[src/hdl/bawss_pkg.sv]
// shared types and constants for the binned arrival window statistics block
package bawss_pkg;

  localparam int DIV_W = 64;
  localparam int WIN_W = 17;
  localparam int BCNT_W = 7;
  localparam int WIDTH_W = 37;
  localparam int CNT_ACC_W = 39;
  localparam int SUM_W = 56;
  localparam int SUM_ACC_W = 63;
  localparam int OUT_W = 48;
  localparam int MUL_W = 59;

  localparam logic [WIN_W-1:0] WINDOW_LIMIT = 17'd86400;
  localparam logic [19:0] US_PER_SECOND = 20'd1000000;
  localparam logic [26:0] ScaleMinute = 27'd60000;
  localparam logic [26:0] ScaleHour = 27'd3600000;
  localparam logic [26:0] ScaleDay = 27'd86400000;
  localparam logic [31:0] MAX32 = 32'hFFFF_FFFF;
  localparam logic [SUM_W-1:0] MAX56 = {SUM_W{1'b1}};
  localparam logic [OUT_W-1:0] MAX48 = {OUT_W{1'b1}};

  typedef enum logic [3:0] {
    ST_IDLE,
    ST_DIV_GO,
    ST_DIV_WAIT,
    ST_READ,
    ST_UPDATE,
    ST_SCAN,
    ST_DRAIN,
    ST_MUL,
    ST_OUT
  } ctrl_state_t;

  typedef enum logic [2:0] {
    JOB_WIDTH,
    JOB_EPOCH,
    JOB_SLOT,
    JOB_AVG,
    JOB_RMIN,
    JOB_RHOUR,
    JOB_RDAY
  } div_job_t;

  typedef struct packed {
    logic     item_load;
    logic     div_start;
    logic     div_cap;
    div_job_t job;
    logic     rd_slot;
    logic     upd_wr;
    logic     scan_clr;
    logic     scan_rd;
    logic     mul_en;
    logic     load_out;
  } ctrl_cmd_t;

  typedef struct packed {
    logic div_done;
    logic scan_last;
    logic seen;
  } dp_status_t;

  typedef struct packed {
    logic             win_we;
    logic             bins_we;
    logic [WIN_W-1:0] data;
  } cfg_wr_t;

endpackage

[src/hdl/bawss_ctrl.sv]
// controller state machine sequencing one arrival through the datapath
module bawss_ctrl (
  input  logic                   clk,
  input  logic                   rst,
  input  logic                   in_valid,
  output logic                   in_ready,
  output logic                   out_valid,
  input  logic                   out_ready,
  input  bawss_pkg::dp_status_t  status,
  output bawss_pkg::ctrl_cmd_t   cmd
);
  import bawss_pkg::*;

  ctrl_state_t state, state_next;
  div_job_t    job, job_next;
  logic        out_valid_next;

  always_ff @(posedge clk) begin
    if (rst) begin
      state <= ST_IDLE;
      job <= JOB_WIDTH;
      out_valid <= 1'b0;
    end else begin
      state <= state_next;
      job <= job_next;
      out_valid <= out_valid_next;
    end
  end

  always_comb begin
    state_next = state;
    job_next = job;
    cmd = '0;
    cmd.job = job;
    in_ready = (state == ST_IDLE);
    out_valid_next = out_valid && !out_ready;
    case (state)
      ST_IDLE: begin
        if (in_valid) begin
          cmd.item_load = 1'b1;
          job_next = JOB_WIDTH;
          state_next = ST_DIV_GO;
        end
      end
      ST_DIV_GO: begin
        cmd.div_start = 1'b1;
        state_next = ST_DIV_WAIT;
      end
      ST_DIV_WAIT: begin
        if (status.div_done) begin
          cmd.div_cap = 1'b1;
          case (job)
            JOB_WIDTH: begin
              job_next = JOB_EPOCH;
              state_next = ST_DIV_GO;
            end
            JOB_EPOCH: begin
              job_next = JOB_SLOT;
              state_next = ST_DIV_GO;
            end
            JOB_SLOT: state_next = ST_READ;
            JOB_AVG: begin
              job_next = JOB_RMIN;
              state_next = ST_MUL;
            end
            JOB_RMIN: begin
              job_next = JOB_RHOUR;
              state_next = ST_MUL;
            end
            JOB_RHOUR: begin
              job_next = JOB_RDAY;
              state_next = ST_MUL;
            end
            default: state_next = ST_OUT;
          endcase
        end
      end
      ST_READ: begin
        cmd.rd_slot = 1'b1;
        state_next = ST_UPDATE;
      end
      ST_UPDATE: begin
        cmd.upd_wr = 1'b1;
        cmd.scan_clr = 1'b1;
        state_next = ST_SCAN;
      end
      ST_SCAN: begin
        cmd.scan_rd = 1'b1;
        if (status.scan_last) state_next = ST_DRAIN;
      end
      ST_DRAIN: begin
        if (status.seen) begin
          job_next = JOB_AVG;
          state_next = ST_DIV_GO;
        end else begin
          job_next = JOB_RMIN;
          state_next = ST_MUL;
        end
      end
      ST_MUL: begin
        cmd.mul_en = 1'b1;
        state_next = ST_DIV_GO;
      end
      ST_OUT: begin
        if (!out_valid || out_ready) begin
          cmd.load_out = 1'b1;
          out_valid_next = 1'b1;
          state_next = ST_IDLE;
        end
      end
      default: state_next = ST_IDLE;
    endcase
  end

endmodule

[config.mk]
export PLATFORM = sky130hd
export DESIGN_NAME = bawss_ctrl
export DESIGN_NICKNAME = d
export VERILOG_FILES = /design/src/hdl/bawss_pkg.sv /design/src/hdl/bawss_ctrl.sv
export SDC_FILE = /design/constraint.sdc
export NUM_CORES = 1
export LEC_CHECK = 0
export ABC_AREA = 1
export BUFFER_PORTS_ARGS = -buffer_cell sky130_fd_sc_hd__clkbuf_2
export CORE_UTILIZATION = 30
export DETAILED_ROUTE_END_ITERATION = 12
export HOLD_SLACK_MARGIN = 0.08
export PLACE_DENSITY = 0.54
export SYNTH_ARGS = -nofsm -noshare
export SYNTH_HDL_FRONTEND = slang
export SYNTH_SLANG_ARGS = --single-unit
[constraint.sdc]
create_clock -name clk -period 1.5 [get_ports clk]
set_input_delay 0 -clock clk [delete_from_list [all_inputs] [get_ports clk]]
set_output_delay 0 -clock clk [all_outputs]
set_load 0.005 [all_outputs]
* Word level (Yosys, flattened, before mapping)
Index checks and enable logic that the tools add are counted.
** Operators by class
- Equality and inequality tests :: 18
- Mux-type cells :: 25
- Reductions and logical operators :: 11
** Operators with widths (count)
- $pmux W4 S9 :: 1
- $eq A4 B3 Y1 const B :: 4
- $mux W4 :: 4
- $pmux W3 S5 :: 1
- $mux W1 :: 12
- $mux W3 :: 4
- $pmux W4 S3 :: 1
- $pmux W3 S3 :: 1
- $eq A4 B2 Y1 const B :: 2
- $ne A2 B2 Y1 const B :: 4
- $reduce_and A4 Y1 :: 2
- $eq A3 B2 Y1 const B :: 2
- $eq A3 B3 Y1 const B :: 2
- $ne A6 B6 Y1 const B :: 1
- $eq A4 B1 Y1 const B :: 1
- $eq A4 B4 Y1 const B :: 1
- $logic_not A4 Y1 :: 1
- $eq A3 B1 Y1 const B :: 1
- $logic_not A3 Y1 :: 1
- $reduce_bool A3 Y1 :: 1
- $reduce_or A3 Y1 :: 1
- $logic_not A1 Y1 :: 2
- $mux W2 :: 1
- $reduce_or A2 Y1 :: 1
- 2 further kinds :: 2
** Word-level totals
- Register bits :: 8
- Input port bits :: 7
- Output and inout port bits :: 14
- Word-level logic and storage cells :: 57

* Longest topological paths before layout
Gate-level depths: netlist of run 1.
- Depth in word-level cells :: 5
- Gate-level depth with buffers :: 9
- Mapped depth without buffers :: 9

* Least setup slack after synthesis of run 1
Ideal clock, no wire load.
- Kind :: register to register
- Start :: register job[1]
- End :: register state[1]
- Library setup time :: 70 ps
- Arrival :: 1099 ps
- Required time :: 1430 ps
- Setup slack :: 331 ps
- Cell stages (with the launch flop) :: 7
- Path buffers :: 0
- Period minus slack after synthesis :: 1169 ps
- Cells stage by stage :: dfxtp_1 -> inv_1 -> ha_1 -> nand3b_1 -> nand4_1 -> nand2_1 -> a21oi_1
** Between the ends
- Cells in the longest elaborated chain, start to end :: 5
- Elaborated cells between the ends (all ways) :: 11
- Classes of those cells :: eq/ne (5); mux (3); reduce/logical (3)
** Ends and longest elaborated chain
- from (decl) :: RTL line bawss_ctrl.sv:15 : div_job_t job, job_next;
- from (signal assigned) :: RTL line bawss_ctrl.sv:25 : job <= job_next;
- $eq A3 B3 Y1, or another cell as far along :: RTL line bawss_ctrl.sv:52 : case (job)
- $reduce_or A3 Y1 (no line) or $reduce_or A2 Y1 (tied branches)
- $pmux W4 S3 * :: RTL line bawss_ctrl.sv:52
- $mux W4 * :: RTL line bawss_ctrl.sv:50 : if (status.div_done) begin
- $pmux W4 S9 * :: RTL line bawss_ctrl.sv:37 : case (state)
- to (signal assigned) :: RTL line bawss_ctrl.sv:24 : state <= state_next;
- to (decl) :: RTL line bawss_ctrl.sv:14 : ctrl_state_t state, state_next;
Mark *: on every way between the ends. The rest lies on a longest branch, timed or not. The select of a mux whose other input is x is not followed.
A chain may end at the register's enable or synchronous reset.

==> results of run 1 <==
-- logic make-up after synthesis --
kind of cell | count (synthesis) | synth area share, %
AO/OA/AOI/OAI | 15 | 11.91
buffers and inverters | 22 | 12.64
AND/OR/NAND/NOR | 66 | 48.35
flip-flops | 8 | 23.44
adder cells (fa/ha/maj) | 2 | 3.662
-- cells in the mapped netlist, drive strengths merged --
cell type,count,area (sq um)
dfxtp,8,160.2
nand2,33,151.4
a21oi,9,48.80
o21ai,5,25.02
nand3b,1,7.510
ha,2,25.02
nand3,7,40.04
o211ai,1,7.510
nor2,24,125.1
nand4,1,6.260
inv,21,78.82
buf,1,7.510
-- power groups by stage --
stage,combinational (mW),sequential (mW),clock [mW]
floorplan,0.302,0.291,0
global placement,0.411,0.296,0
detailed placement,0.406,0.298,0
CTS,0.415,0.293,0.178
global route,0.472,0.300,0.185
finish,0.415,0.294,0.180
-- per-stage QoR --
step                      cell area (sq um)  std cells  total power [mW]
after CTS                             862.1        165            0.8863
after floorplan                       683.2        113            0.5926
after global routing                  862.1        165            0.9575
after global placement                809.5        159            0.7074
after detailed placement              809.5        159            0.7041
final                                 862.1        165            0.8893
-- cell usage in the layout (no fill, tap or decap) --
master | Yosys | final
nand2_1 | 26 | 26
clkbuf_2 | 0 | 20
nor2_1 | 18 | 18
inv_1 | 18 | 18
a21oi_1 | 8 | 8
dfxtp_1 | 8 | 8
nand3_1 | 6 | 6
nand2_2 | 5 | 5
nor2_4 | 4 | 4
inv_2 | 3 | 3
o21ai_0 | 3 | 3
clkbuf_4 | 0 | 3
dlygate4sd3_1 | 0 | 3
nor2_2 | 2 | 2
nand2_4 | 2 | 2
o21ai_1 | 2 | 2
ha_1 | 2 | 2
nand3b_1 | 1 | 1
nand4_1 | 1 | 1
nand3_2 | 1 | 1
a21oi_2 | 1 | 1
o211ai_1 | 1 | 1
-- area by class of cell --
class                   instances  share of cell area [%]
clock buffers                   3                   2.612
inverters                      21                   9.144
multi-input cells              83                   50.65
flip-flops and latches          8                   18.58
well taps                      27                   3.919
repair buffers                 23                   15.09
-- path summary, 6_finish.rpt --
check	cells after the start	slack (ns)	start	to
min reg2reg	4	0.57	out_valid	out_valid
max reg2reg	6	0.18	job[1]	state[1]
max	6	0.15	state[0]	cmd[9]
min	4	0.1	status[2]	state[1]
-- per-layer routing --
layer  GRT usage, %  routed length [microns]  vias up  share of wire, %
li1               -                        -      400                 -
met1          19.52                      835      305                52
met3          3.086                       78        5               4.8
met5              0                        0        -                 0
met2          22.30                      666       23                41
met4          7.143                       38        0               2.3
-- registers in the layout, summed over array words and instances (netlist names) --
register,count
state,4
job,3
out_valid,1
-- worst max-delay path: stages (launching register included) --
cell      delay (ns)
dfxtp_1         0.38
inv_1           0.10
nand2_1         0.08
nor2_4          0.21
inv_1           0.08
nor2_1          0.10
clkbuf_2        0.12
==> impl_metrics.csv, run 1 <==
group,metric,value,unit
routing,vias,733,
routing,first_pass_iters,4,
global_routing,grt_overflow,0,
final_layout,fillCellCount,226,
global_routing,grt_use_total,14.72,%
placed_design,pre_cts_slack,0.2056,ns
pwr,power.share.clock,20.3,%
flow_run,max-cap-violations,0,
floorplanning,die_w,49.72,microns
clock_network,cts_tree,"built",
clock_network,clk_latency,0.27,ns
sta,slew_violations,0,
pwr,irDropWorstVdd,0.5309,mV
sta,setup_viol,0,
pwr,p_per_area,1032,mW/mm^2
worst_setup_path,path_max_fanout,7,
sta,max_clock_freq,0.7415,GHz
logic_synthesis,yosysWarningCount,0,
logic_synthesis,netlist_instances,113,
routing,ant_nets,0,
global_routing,grt_pass1_vias,650,
floorplanning,io_pins,21,
logic_synthesis,syn-num-nets,122,
sta,worstMarginPinSlew,0.2863,ns
worst_setup_path,cp-end-kind,"output port",
routing,vias_per_cell,4.442,
placed_design,gp_congestion,0.7944,
clock_network,clockBufferDepth,2,
worst_setup_path,required,1.50,ns
clock_network,cts_root_buf,"clkbuf_4",
clock_network,cts_buffers,3,
global_routing,grt_max_degree,8,
pwr,leakagePower,0.4514,nW
logic_synthesis,synth.distinct_cells,20,
floorplanning,die_h,49.72,microns
clock_network,cts_setup_buffers,0,
final_layout,multi_input_area,436.7,sq um
placed_design,io_buffers,20,
clock_network,cts.htree.levels,1,
routing,drt-total-wl,1.619,mm
pwr,p_comb_share,46.7,%
final_layout,finalNetCount,149,
clock_network,cts.sinks,8,
final_layout,n_antenna_cell,0,
logic_synthesis,ys_seq_area_share,23.44,%
logic_synthesis,netlist_area,683.2,sq um
hold_path,hp-class,"in2reg",
worst_setup_path,cp-start-kind,"flip-flop",
routing,wl_per_cell,9.812,microns
final_layout,regArea,160.2,sq um
sta,clock_skew,0.006070,ns
floorplanning,placementRows,16,
sta,layout_min_cycle_time,1.349,ns
sta,hold_slack,0.09843,ns
sta,maxSlewHeadroom,80.90,%
status,status,"completed",
sta,hold_viol_final,0,
final_layout,layout-drive-gt1-share,29.71,%
clock_network,cts_hold_buf,3,
pwr,swShare,43.97,%
logic_synthesis,ys_ff_latch,8,
routing,drcViolationCount,0,
global_routing,grt_pass1_wl,2.746,mm
sta,totalNegativeSetupSlack,0,ns
pwr,seq_power_share,33.0,%
final_layout,postLayoutCoreUtil,42.22,%
placed_design,dp_hpwl,1.293,mm
sta,setup_ws,0.1513,ns
routing,drt_iter0_drc,14,
global_routing,antenna_found_initial,0,
pwr,internal_power,0.4983,mW
final_layout,syn2layout_area_growth,26.19,%
clock_network,ctsResizeCount,0,
logic_synthesis,syn_area_per_cell,6.046,sq um
sta,rsz0062_at_grt,"no",
worst_setup_path,arrival,1.35,ns
floorplanning,initial_utilization,33.46,%
floorplanning,core-area,0.002042,sq mm
worst_setup_path,critPathKind,"reg2out",
pwr,switching_power,0.3910,mW
floorplanning,dieArea,0.002472,sq mm
sta,min_period_over_period,89.91,%
clock_network,clk_pin_slew,0.05,ns
Note: power is estimated with default switching activity, not from simulation.
==> inputs of run 2 (changes only) <==
--- a/config.mk
+++ b/config.mk
@@ -7,10 +7,12 @@
 export LEC_CHECK = 0
 export ABC_AREA = 1
 export BUFFER_PORTS_ARGS = -buffer_cell sky130_fd_sc_hd__clkbuf_2
+export CELL_PAD_IN_SITES_DETAIL_PLACEMENT = 0
+export CELL_PAD_IN_SITES_GLOBAL_PLACEMENT = 1
 export CORE_UTILIZATION = 30
 export DETAILED_ROUTE_END_ITERATION = 12
 export HOLD_SLACK_MARGIN = 0.08
-export PLACE_DENSITY = 0.54
+export PLACE_DENSITY = 0.74
 export SYNTH_ARGS = -nofsm -noshare
 export SYNTH_HDL_FRONTEND = slang
 export SYNTH_SLANG_ARGS = --single-unit
==> run 2 against run 1 <==
  * Sequential cell count unchanged
  * Cell count unchanged
  * Register-to-register slack about the same
  * Total power decreased by 1.5%
  * Clock skew about the same
  * Largest cell class unchanged
==> impl_metrics.csv, run 2 (synthesis results as in run 1) <==
group,metric,value,unit
routing,wl_per_cell,9.800,microns
status,status,"completed",
final_layout,fin_cells,165,
sta,slew_violations,0,
routing,ant_nets,0,
sta,rsz0062_at_grt,"no",
pwr,fin_total_pwr,0.8760,mW
clock_network,clockBufferDepth,2,
worst_setup_path,r2r_end,"state[1]",
clock_network,cts.htree.levels,1,
hold_path,hp-class,"in2reg",
worst_setup_path,r2r_start,"job[1]",
worst_setup_path,required,1.68,ns
sta,totalNegativeSetupSlack,0,ns
routing,drt-total-wl,1.617,mm
worst_setup_path,path_max_fanout,5,
final_layout,n_antenna_cell,0,
floorplanning,io_pins,21,
sta,hold_slack,0.1139,ns
placed_design,io_buffers,20,
placed_design,gp_congestion,0.7759,
sta,layout_min_cycle_time,1.333,ns
routing,first_pass_iters,5,
final_layout,reg.largest.list,"state: 4 flops, job: 3 flops, out_valid: 1 flops",
pwr,irDropWorstVdd,0.5562,mV
flow_run,max-cap-violations,0,
clock_network,cts_root_buf,"clkbuf_4",
floorplanning,placementRows,16,
routing,drcViolationCount,0,
worst_setup_path,critPathKind,"reg2reg",
global_routing,grt_use_total,15.56,%
clock_network,cts.sinks,8,
global_routing,grt_max_degree,8,
sta,max_clock_freq,0.7502,GHz
final_layout,largest_reg_flops,4,
final_layout,largest-register,"state",
clock_network,cts_tree,"built",
floorplanning,dieArea,0.002472,sq mm
global_routing,grt_pass1_vias,714,
clock_network,clk_latency,0.26,ns
routing,drt_iter0_drc,7,
sta,worstMarginPinSlew,0.2906,ns
sta,hold_viol_final,0,
global_routing,grt_overflow,0,
worst_setup_path,r2r_cells,6,
worst_setup_path,crit_path_end,"state[1]",
worst_setup_path,cp-start-kind,"flip-flop",
clock_network,cts_setup_buffers,0,
final_layout,mostFrequentLayoutCells,"nand2_1, clkbuf_2, nor2_1, inv_1",
routing,vias_per_cell,4.467,
final_layout,layout-drive-gt1-share,29.71,%
clock_network,clk_pin_slew,0.06,ns
floorplanning,core-area,0.002042,sq mm
global_routing,antenna_found_initial,0,
worst_setup_path,crit_path_max_incr_delay,0.40,ns
floorplanning,die_h,49.72,microns
placed_design,dp_hpwl,1.359,mm
pwr,p_per_area,1016,mW/mm^2
worst_setup_path,crit_start,"job[1]",
final_layout,syn2layout_area_growth,26.19,%
routing,vias,737,
floorplanning,die_w,49.72,microns
global_routing,grt_pass1_wl,2.911,mm
worst_setup_path,path_cells,"inv_1 > ha_1 > nand3b_1 > nand4_1 > nand2_1 > a21oi_1",
final_layout,postLayoutCoreUtil,42.22,%
worst_setup_path,cp-end-kind,"flip-flop",
sta,min_period_over_period,88.86,%
floorplanning,initial_utilization,33.46,%
final_layout,finalNetCount,149,
worst_setup_path,crit_path_top_delay_cell,"dfxtp_1",
sta,clock_skew,0.005657,ns
clock_network,ctsResizeCount,0,
worst_setup_path,arrival,1.52,ns
sta,maxSlewHeadroom,80.60,%
worst_setup_path,r2r_slack,0.17,ns
final_layout,layout.cells.most_common,"nand2_1",
placed_design,dp_cells,159,
clock_network,cts_buffers,3,
pwr,leakagePower,0.4514,nW
sta,setup_viol,0,
## run 2: cell counts in the layout (fill, tap and decap cells not counted)
Identical to the previous run, type by type.
## run 2: layer usage
metal  GRT usage [%]  part of all wire, %
met1           20.11                   49
met5               0                    0
met2           24.32                   44
met3           2.469                  4.4
met4           8.571                  1.9
## run 2: where the power goes
group	internal, mW	switching (mW)	leakage [nW]
Clock	0.0917	0.0757	0.0138
Sequential	0.243	0.0515	0.0652
Combinational	0.163	0.251	0.372
Total	0.498	0.378	0.451
## run 2: worst min path at each step
| stage | start | end | slack (ns) | depth (start not counted) |
|---|---|---|---|---|
| floorplan | rst | job[2] | 0.06 | 1 |
| global placement | rst | job[2] | 0.26 | 2 |
| detailed placement | rst | job[2] | 0.27 | 2 |
| CTS | status[2] | state[1] | 0.11 | 4 |
| global route | status[2] | state[1] | 0.14 | 4 |
| finish | status[2] | state[1] | 0.11 | 4 |
## run 2: worst max-delay path, delay by kind of cell, from the launching register on
kind	cells	cell delay, ns
AO/OA/AOI/OAI	1	0.11
adder cells (fa/ha/maj)	1	0.31
buffers and inverters	1	0.12
flip-flops	1	0.40
AND/OR/NAND/NOR	3	0.32
## run 2: layout make-up
cell class,instances,area [sq um]
fillers,247,1180
multi-input cells,83,436.7
flip-flops and latches,8,160.2
repair buffers,23,130.1
inverters,21,78.83
well taps,27,33.78
clock buffers,3,22.52
## run 2: timing repair
action / in CTS / in global routing
endpoints found under the setup margin: 0 / 0
hold endpoints to repair: 6 / 0
hold buffers: 3 / 0
## run 2: through the flow
step                      area (sq um)  setup slack, ns
after floorplan                  683.2           0.3312
after global placement           809.5           0.2105
after detailed placement         809.5           0.2114
after CTS                        862.1           0.1875
after global routing             862.1          0.04791
final                            862.1           0.1670
==> inputs of run 3 (changes only) <==
--- a/config.mk
+++ b/config.mk
@@ -5,14 +5,14 @@
 export SDC_FILE = /design/constraint.sdc
 export NUM_CORES = 1
 export LEC_CHECK = 0
-export ABC_AREA = 1
+export ABC_AREA = 0
 export BUFFER_PORTS_ARGS = -buffer_cell sky130_fd_sc_hd__clkbuf_2
 export CELL_PAD_IN_SITES_DETAIL_PLACEMENT = 0
 export CELL_PAD_IN_SITES_GLOBAL_PLACEMENT = 1
 export CORE_UTILIZATION = 30
 export DETAILED_ROUTE_END_ITERATION = 12
 export HOLD_SLACK_MARGIN = 0.08
-export PLACE_DENSITY = 0.74
+export PLACE_DENSITY = 0.72
 export SYNTH_ARGS = -nofsm -noshare
 export SYNTH_HDL_FRONTEND = slang
 export SYNTH_SLANG_ARGS = --single-unit
==> run 3 against run 2 <==
  * The flow now finishes with violations (negative setup slack)
  * Non-clock buffer count grew 13
  * Cell count shrank 18%
  * Critical path depth shrank 1
  * Clock power is essentially flat
  * Clock-buffer cell count is the same
  * Clock skew shrank 0.0022 ns
  * Die area shrank 11%
  * Sequential share of layout area shrank 0.086 points
  * Routed wire length shrank 0.74%
  * Critical path type unchanged
  * Critical endpoint is now job[1]
  * Largest cell class unchanged
  * Largest power group is now registers
==> impl_metrics.csv, run 3 <==
group,metric,value,unit
global_routing,grt_max_degree,10,
routing,vias_per_cell,5.066,
sta,setup_viol,1,
pwr,swShare,31.40,%
pwr,leakagePower,0.3693,nW
status,status,"complete, but fails checks",
pwr,p_per_area,712.0,mW/mm^2
sta,maxSlewHeadroom,78.16,%
clock_network,cts_root_buf,"clkbuf_4",
logic_synthesis,netlist_instances,79,
pwr,p_comb_share,33.9,%
placed_design,place_area,779.5,sq um
floorplanning,initial_utilization,33.61,%
flow_run,max-cap-violations,0,
floorplanning,die_h,46.93,microns
pwr,irDropWorstVdd,0.4283,mV
sta,min_period_over_period,100.5,%
final_layout,fin_area,879.6,sq um
final_layout,largest-register,"state",
logic_synthesis,synth_top_cell_by_area,"dfxtp_1",
clock_network,cts.sinks,8,
sta,hold_viol_final,0,
sta,rsz0062_at_grt,"yes",
routing,vias,689,
worst_setup_path,arrival,1.64,ns
global_routing,grt_pass1_vias,611,
clock_network,clockBufferDepth,2,
final_layout,finalNetCount,122,
hold_path,min_path_cells,3,
final_layout,mostFrequentLayoutCells,"clkbuf_2, buf_4, nor2_1, a21oi_1",
final_layout,layout-drive-gt1-share,40.54,%
worst_setup_path,r2r_cells,5,
final_layout,layout.cells.most_common,"clkbuf_2",
global_routing,grt_pass1_wl,2.656,mm
floorplanning,dieArea,0.002202,sq mm
global_routing,grt_use_total,17.14,%
placed_design,io_buffers,20,
floorplanning,io_pins,21,
pwr,fin_total_pwr,0.6263,mW
routing,wl_per_cell,11.80,microns
global_routing,antenna_found_initial,0,
worst_setup_path,path_max_fanout,7,
sta,slew_violations,0,
pwr,internal_power,0.4296,mW
logic_synthesis,ys_top_cells_by_area,"dfxtp_1, a21oi_1, nor2_1, a311oi_1, ha_1",
clock_network,cts_buffers,3,
sta,setup_ws,-0.007270,ns
floorplanning,placementRows,15,
status,violations,"negative setup slack",
worst_setup_path,critPathKind,"reg2reg",
global_routing,grt_overflow,0,
sta,max_clock_freq,0.6635,GHz
logic_synthesis,syn-num-nets,88,
logic_synthesis,ys.flop_type,"dfxtp_1",
clock_network,cts.htree.levels,1,
clock_network,cts_tree,"built",
worst_setup_path,cp-start-kind,"flip-flop",
floorplanning,die_w,46.93,microns
sta,layout_min_cycle_time,1.507,ns
routing,ant_nets,0,
routing,drt_iter0_drc,17,
logic_synthesis,syn_area_per_cell,7.666,sq um
logic_synthesis,synth.distinct_cells,32,
hold_path,hp-class,"in2reg",
logic_synthesis,synthTopCellsByCount,"dfxtp_1, nor2_1, a21oi_1",
worst_setup_path,required,1.63,ns
final_layout,n_antenna_cell,0,
placed_design,dp_hpwl,1.201,mm
logic_synthesis,synth_top_area_share,26.45,%
pwr,switching_power,0.1967,mW
floorplanning,core-area,0.001802,sq mm
logic_synthesis,synth_edf_count,0,
placed_design,gp_congestion,0.7357,
routing,drt-total-wl,1.605,mm
routing,first_pass_iters,4,
pwr,seq_power_share,39.2,%
pwr,power.share.clock,26.9,%
logic_synthesis,netlist_area,605.6,sq um
sta,clock_skew,0.003491,ns
routing,drcViolationCount,0,
final_layout,syn2layout_area_growth,45.25,%
logic_synthesis,async_flop_share,0,%
logic_synthesis,ys_ff_latch,8,
clock_network,clk_latency,0.25,ns
logic_synthesis,ys_seq_area_share,26.45,%
final_layout,largest_reg_flops,4,
final_layout,reg.largest.list,"state: 4 flops, job: 3 flops, out_valid: 1 flops",
worst_setup_path,cp-end-kind,"flip-flop",
clock_network,clk_pin_slew,0.06,ns
logic_synthesis,yosysWarningCount,0,
sta,worstMarginPinSlew,0.3271,ns
==> run 3: changes by cell type in the layout (fill, tap and decap cells not counted), moves of 4 or more <==
cell	delta
nor2_4	-4
nand3_1	-4
nand2_2	-5
buf_4	+12
inv_1	-16
nand2_1	-20
nor2_1	-10
==> run 3: worst paths after layout <==
| check | slack, ns | end | startpoint |
|---|---|---|---|
| max | -0.007 | job[1] | state[2] |
| min | 0.12 | job[0] | status[0] |
| max reg2reg | -0.007 | job[1] | state[2] |
| min reg2reg | 0.57 | job[0] | job[0] |
==> run 3: metal layers <==
metal	part of all wire (%)	wire [microns]	GRT usage (%)	vias to the layer above
li1	-	-	-	354
met1	48	775	23.90	315
met2	46	742	25.83	18
met3	4.9	78	4.615	2
met4	0.50	8	5.143	0
met5	0	0	0	-
==> run 3: final cells by class <==
type                    count  area, sq um
clock buffers               3        22.52
inverters                   2        7.507
multi-input cells          62        425.4
well taps                  25        31.28
repair buffers             36        230.2
flip-flops and latches      8        162.7
fillers                   191        922.1
==> run 3: repair_timing <==
item | CTS | global route
hold buffers | 4 | 0
buffers inserted | 0 | 1
endpoints found under the setup margin | 1 | 8
pin swaps | 3 | 3
hold endpoints to repair | 8 | 0
resized for setup | 1 | 8
==> run 3: power groups by stage <==
| stage | Clock, mW | Combinational, mW | Sequential [mW] |
|---|---|---|---|
| after global placement | 0 | 0.189 | 0.248 |
| after floorplan | 0 | 0.111 | 0.246 |
| after detailed placement | 0 | 0.190 | 0.247 |
| after global routing | 0.184 | 0.236 | 0.248 |
| final | 0.169 | 0.212 | 0.245 |
| after CTS | 0.173 | 0.200 | 0.243 |
==> run 3: worst max-delay path, stage by stage (launching register included) <==
cell      delay [ns]
dfxtp_2         0.35
or3b_4          0.41
a211oi_4        0.28
buf_4           0.17
buf_4           0.10
a311oi_1        0.08
==> run 3: kinds of logic (layout without fill, tap and decap cells) <==
kind of cell             after synthesis  in the layout  synth area share (%)
buffers and inverters                  9             41                 7.852
AND/OR/NAND/NOR                       35             35                 31.41
AO/OA/AOI/OAI                         24             24                 28.51
flip-flops                             8              8                 26.45
adder cells (fa/ha/maj)                2              2                 4.132
multiplexers                           1              1                 1.653
==> run 3: through the flow <==
step	instances	setup TNS [ns]	hold slack (ns)	util, %	setup slack, ns
2_1_floorplan	79	0	0.07214	-	0.01485
3_3_place_gp	128	0	0.2649	43.26	0.04745
3_5_place_dp	128	0	0.2621	43.26	0.02008
4_1_cts	135	-0.0004863	0.1013	46.81	-0.0004863
5_1_grt	136	-0.1603	0.1396	48.82	-0.05738
6_report	136	-0.007270	0.1226	48.82	-0.007270
